===== src/rtl/mat4m_pkg.sv =====
`timescale 1ns / 1ps
// Shared constants, function codes and control struct for the 4x4 matrix unit.
// No dependencies.
package mat4m_pkg;

    localparam int DIM            = 4;
    localparam int FIELD_W        = 32;
    localparam int COL_W          = 2;
    localparam int FUNC_W         = 2;
    localparam int FRAC_BITS_DEF  = 16;
    localparam int ELEM_WIDTH_DEF = 32;

    typedef enum logic [FUNC_W-1:0] {
        FUNC_LOAD   = 2'd0,
        FUNC_MUL    = 2'd1,
        FUNC_COMMIT = 2'd2
    } t_func;

    // state update request, qualified with the pipeline advance
    typedef struct packed {
        logic             load;
        logic             mul;
        logic             commit;
        logic [COL_W-1:0] col;
    } t_upd;

endpackage


===== src/rtl/mat4m_state.sv =====
`timescale 1ns / 1ps
// Matrix L (identity after reset) and the pending product columns.
// Depends on mat4m_pkg.
module mat4m_state #(
    parameter int FRAC_BITS  = mat4m_pkg::FRAC_BITS_DEF,
    parameter int ELEM_WIDTH = mat4m_pkg::ELEM_WIDTH_DEF
) (
    input  logic                  i_clk,
    input  logic                  i_rst_n,
    input  mat4m_pkg::t_upd       i_upd,
    input  logic [ELEM_WIDTH-1:0] i_vec  [mat4m_pkg::DIM],
    input  logic [ELEM_WIDTH-1:0] i_prod [mat4m_pkg::DIM],
    output logic [ELEM_WIDTH-1:0] o_mat  [mat4m_pkg::DIM][mat4m_pkg::DIM]
);
    import mat4m_pkg::*;

    localparam logic [ELEM_WIDTH-1:0] ONE = ELEM_WIDTH'(1) << FRAC_BITS;

    // indexed [column][row]
    logic [ELEM_WIDTH-1:0] r_mat  [DIM][DIM];
    logic [ELEM_WIDTH-1:0] r_pend [DIM][DIM];

    always_ff @(posedge i_clk) begin
        if (!i_rst_n) begin
            for (int c = 0; c < DIM; c++) begin
                for (int r = 0; r < DIM; r++) begin
                    r_mat[c][r] <= (c == r) ? ONE : '0;
                end
            end
        end else begin
            for (int c = 0; c < DIM; c++) begin
                for (int r = 0; r < DIM; r++) begin
                    if (i_upd.load && i_upd.col == COL_W'(c)) begin
                        r_mat[c][r] <= i_vec[r];
                    end else if (i_upd.commit) begin
                        // the column being produced this beat bypasses the pending store
                        r_mat[c][r] <= (i_upd.col == COL_W'(c)) ? i_prod[r] : r_pend[c][r];
                    end
                end
            end
        end
    end

    always_ff @(posedge i_clk) begin
        if (i_upd.mul || i_upd.commit) begin
            for (int r = 0; r < DIM; r++) begin
                r_pend[i_upd.col][r] <= i_prod[r];
            end
        end
    end

    assign o_mat = r_mat;

endmodule


===== config.mk =====
export PLATFORM = sky130hd
export DESIGN_NAME = mat4m_state
export DESIGN_NICKNAME = d
export VERILOG_FILES = /design/src/rtl/mat4m_pkg.sv /design/src/rtl/mat4m_state.sv
export SDC_FILE = /design/constraint.sdc
export NUM_CORES = 2
export LEC_CHECK = 0
export ABC_AREA = 1
export BUFFER_PORTS_ARGS = -buffer_cell sky130_fd_sc_hd__buf_2
export CORE_AREA = 2 2 306 308
export CTS_CLUSTER_DIAMETER = 120
export CTS_CLUSTER_SIZE = 30
export DETAILED_ROUTE_END_ITERATION = 7
export DIE_AREA = 0 0 308 310
export GPL_ROUTABILITY_DRIVEN = 0
export PLACE_DENSITY = 0.78
export SETUP_SLACK_MARGIN = 0.2
export SYNTH_ARGS = -nofsm -noshare
export SYNTH_HDL_FRONTEND = slang
export SYNTH_SLANG_ARGS = --single-unit

===== constraint.sdc =====
create_clock -name i_clk -period 22.6 [get_ports i_clk]
set_clock_uncertainty 0.05 [all_clocks]
set_input_delay 2.26 -clock i_clk [delete_from_list [all_inputs] [get_ports i_clk]]
set_output_delay 2.26 -clock i_clk [all_outputs]
set_load 0.01 [all_outputs]

==> metrics.txt <==
# rows=112; Switching Share=0.2864; Hold Crit Class=flip-flop to flip-flop; CTS buffer count=41; vias post-DR=40.08k; Hold Fails Final Rpt=0; synthesis-to-layout area growth=12.31%; largest net degree at the start of global routing=154; Peak Freq=180.9 MHz; hold depth=2; All-Layer GR Usage=0.3209; Clock transition at path regs=0.12 ns; TritonRoute pass-1 iters=6; Worst Path Required=23.06 ns; Flop pwr share=0.590; Die X=308 µm; RSZ-0062 raised after global routing=false; synthesized area=44,030 µm²; layout cell share with drive strength beyond 1=0.1582; MaxCap Viol Count=0; Worst-Skew Late Latency=0.61 ns; postcts setup bufs=0; FF+latch count, synth=1,024; Via density=5.823; crit share post-route=0.2447; synth cell count leaders=1,251 x o21ai_0, 957 x nand2_1, 629 x inv_1, 512 x dfxtp_1, 512 x edfxtp_1; Most used DFF post-synth=edfxtp_1; Rel. slew slack=0.1260; VDD IR-drop max=0.05481 mV; Static Leak=21.64 nW; CTS Sinks=1,024; PostCTS Resize Cnt=0; vias in the first global route=36.98k; Hold Path End=o_mat[176]$_SDFFE_PN1P_; Crit path arrival time=5.99 ns; Pwr per Cell Area=74.10 nW/µm²; Synth area leader=edfxtp_1; hold_buf cts=0; status=completed; Setup Total Neg Slack=0 ns; Tmin final=5.529 ns; Die Y=310 µm; synth unique cells=27; HP Start=o_mat[176]$_SDFFE_PN1P_; Post-Syn Instances=5,132; Comb power frac=0.153; Area contributors post-synth=edfxtp_1 35%, dfxtp_1 23%, o21ai_0 14%; remaining antenna violation count after routing=0; DP HPWL=94,600 µm; Critical Path Fanout Max=153; CTS H-tree lvls=2; delay-heaviest family, CP=simple AND/OR/NAND/NOR gates; Core ar.=92,490 µm²; initial antenna violation count=50; Clock power frac=0.257; Routed WL=160,100 µm; Synth Net Count=5,395; Pint=2.615 mW; number of synthesized flops with an enable pin=512; global route overflow=0; Syn Area/Cell=8.579 µm²; Die ar.=95,480 µm²; Setup crit end kind=flip-flop; Final setup viols=0; CTS tree=done; count leader, synth=o21ai_0; critical path class=primary input to flip-flop; post-synth top area share=0.3492; Initial Utilization=0.4760; Async S/R FF share, synth=0; CP max-delay cell=nand2_8; P_sw=1.049 mW; Syn. warnings=0; I/O pins=775; # port buffers=774; FF-to-FF End=o_mat[30]$_SDFFE_PN0P_; CTS Buffer Depth=3; CTS root buffer=clkbuf_16; slowest stage delay, CP=0.97 ns; final core occ=0.5347; Worst Setup Start Kind=primary input; Reg2Reg Launch Point=r_pend[3][30]$_DFFE_PP_; CP bufs+invs=3; Worst-Margin Slew=1.308 ns; DRT iter0 DRCs=5,902; drc violations=0; wire length per cell=23.26 µm; Worst R2R Setup Slack=21.50 ns; Layout Nets=5,873; depth of the most critical reg-to-reg path=4; Slew Limit Fails=0; sequential area share after synthesis=0.5820; first-pass GRT wire length=232,200 µm; worst-path cell chain=buf_6, nand3_4, nand2_8, buf_4, o21ai_0, inv_1, a21oi_1
-- power by group through the flow --
stage | logic (mW) | clock network [mW] | registers (mW)
floorplan | 0.274 | 0 | 2.22
global placement | 0.538 | 0 | 2.20
detailed placement | 0.551 | 0 | 2.20
CTS | 0.555 | 0.946 | 2.16
global route | 0.616 | 1.00 | 2.17
finish | 0.562 | 0.940 | 2.16
-- state kept, by name, indices dropped and copies added, names as in the netlist --
| register | cells |
|---|---|
| o_mat | 512 |
| r_pend | 512 |
-- tightest hold or removal path, stage by stage, from the launching register on --
cell	delay, ns
dfxtp_1	0.36
a21oi_1	0.07
nand2_1	0.06
-- routing by layer --
metal / track usage / vias up / part of all wire
met5: 0 / - / 0.00052
li1: - / 18051 / -
met3: 0.06341 / 511 / 0.12
met2: 0.5098 / 2796 / 0.45
met1: 0.4075 / 18707 / 0.36
met4: 0.1919 / 12 / 0.063
-- metrics by stage --
| stage | std cells | area [µm²] | setup slack (ns) | power [mW] | hold slack [ns] |
|---|---|---|---|---|---|
| 3_5_place_dp | 6764 | 48130 | 16.69 | 2.750 | 0.4313 |
| 3_3_place_gp | 6764 | 48130 | 16.82 | 2.736 | 0.3884 |
| 2_1_floorplan | 5132 | 44030 | 13.74 | 2.494 | 0.4237 |
| 5_1_grt | 6876 | 49430 | 17.04 | 3.787 | 0.4911 |
| 4_1_cts | 6837 | 49340 | 17.30 | 3.658 | 0.4585 |
| 6_report | 6882 | 49450 | 17.07 | 3.664 | 0.4602 |
-- kinds of logic after synthesis --
| group | count (synthesis) | synth area share |
|---|---|---|
| DFF | 1024 | 0.5820 |
| AOI/OAI and AO/OA | 1815 | 0.2065 |
| buffers and inverters | 1022 | 0.09503 |
| and+or+nand+nor | 1271 | 0.1165 |
-- cells in the final DEF (no fill, tap or decap), types with 2 or more instances in the layout --
cell and instances:
edfxtp_1 512, nor2_4 7, clkinv_2 4, clkinv_16 2, nor2_1 81, buf_12 2, a21oi_1 484, inv_8 2
nand3_4 3, o21ai_1 77, inv_1 628, o21ai_0 1251, nand2_4 5, o211ai_1 3, clkbuf_16 41, nand2_8 4
dfxtp_1 512, nand3_1 214, buf_2 772, inv_6 2, nand2_1 955, inv_4 2, diode_2 45, clkbuf_1 29
buf_4 42
-- worst max-delay path by stage --
stage                     startpoint                 endpoint  slack (ns)  cells after the start
after floorplan             i_upd[1]   r_pend[0][0]$_DFFE_PP_       13.74                      5
after global placement      i_upd[4]  o_mat[340]$_SDFFE_PN0P_       16.82                      7
after detailed placement    i_upd[4]  o_mat[349]$_SDFFE_PN0P_       16.69                      7
after CTS                   i_upd[4]  o_mat[352]$_SDFFE_PN0P_       17.30                      7
after global routing        i_upd[4]  o_mat[349]$_SDFFE_PN0P_       17.04                      7
final                       i_upd[4]  o_mat[352]$_SDFFE_PN0P_       17.07                      7
-- cell type report --
type	count	area [µm²]
fillers	8450	43040
multi-input cells	3086	14330
clock buffers	70	1135
diodes	45	112.6
well taps	1197	1498
clock inverters	3	68.82
flip-flops and latches	1024	25620
repair buffers	818	4245
inverters	639	2434
Note: power is estimated with default switching activity, not from simulation.
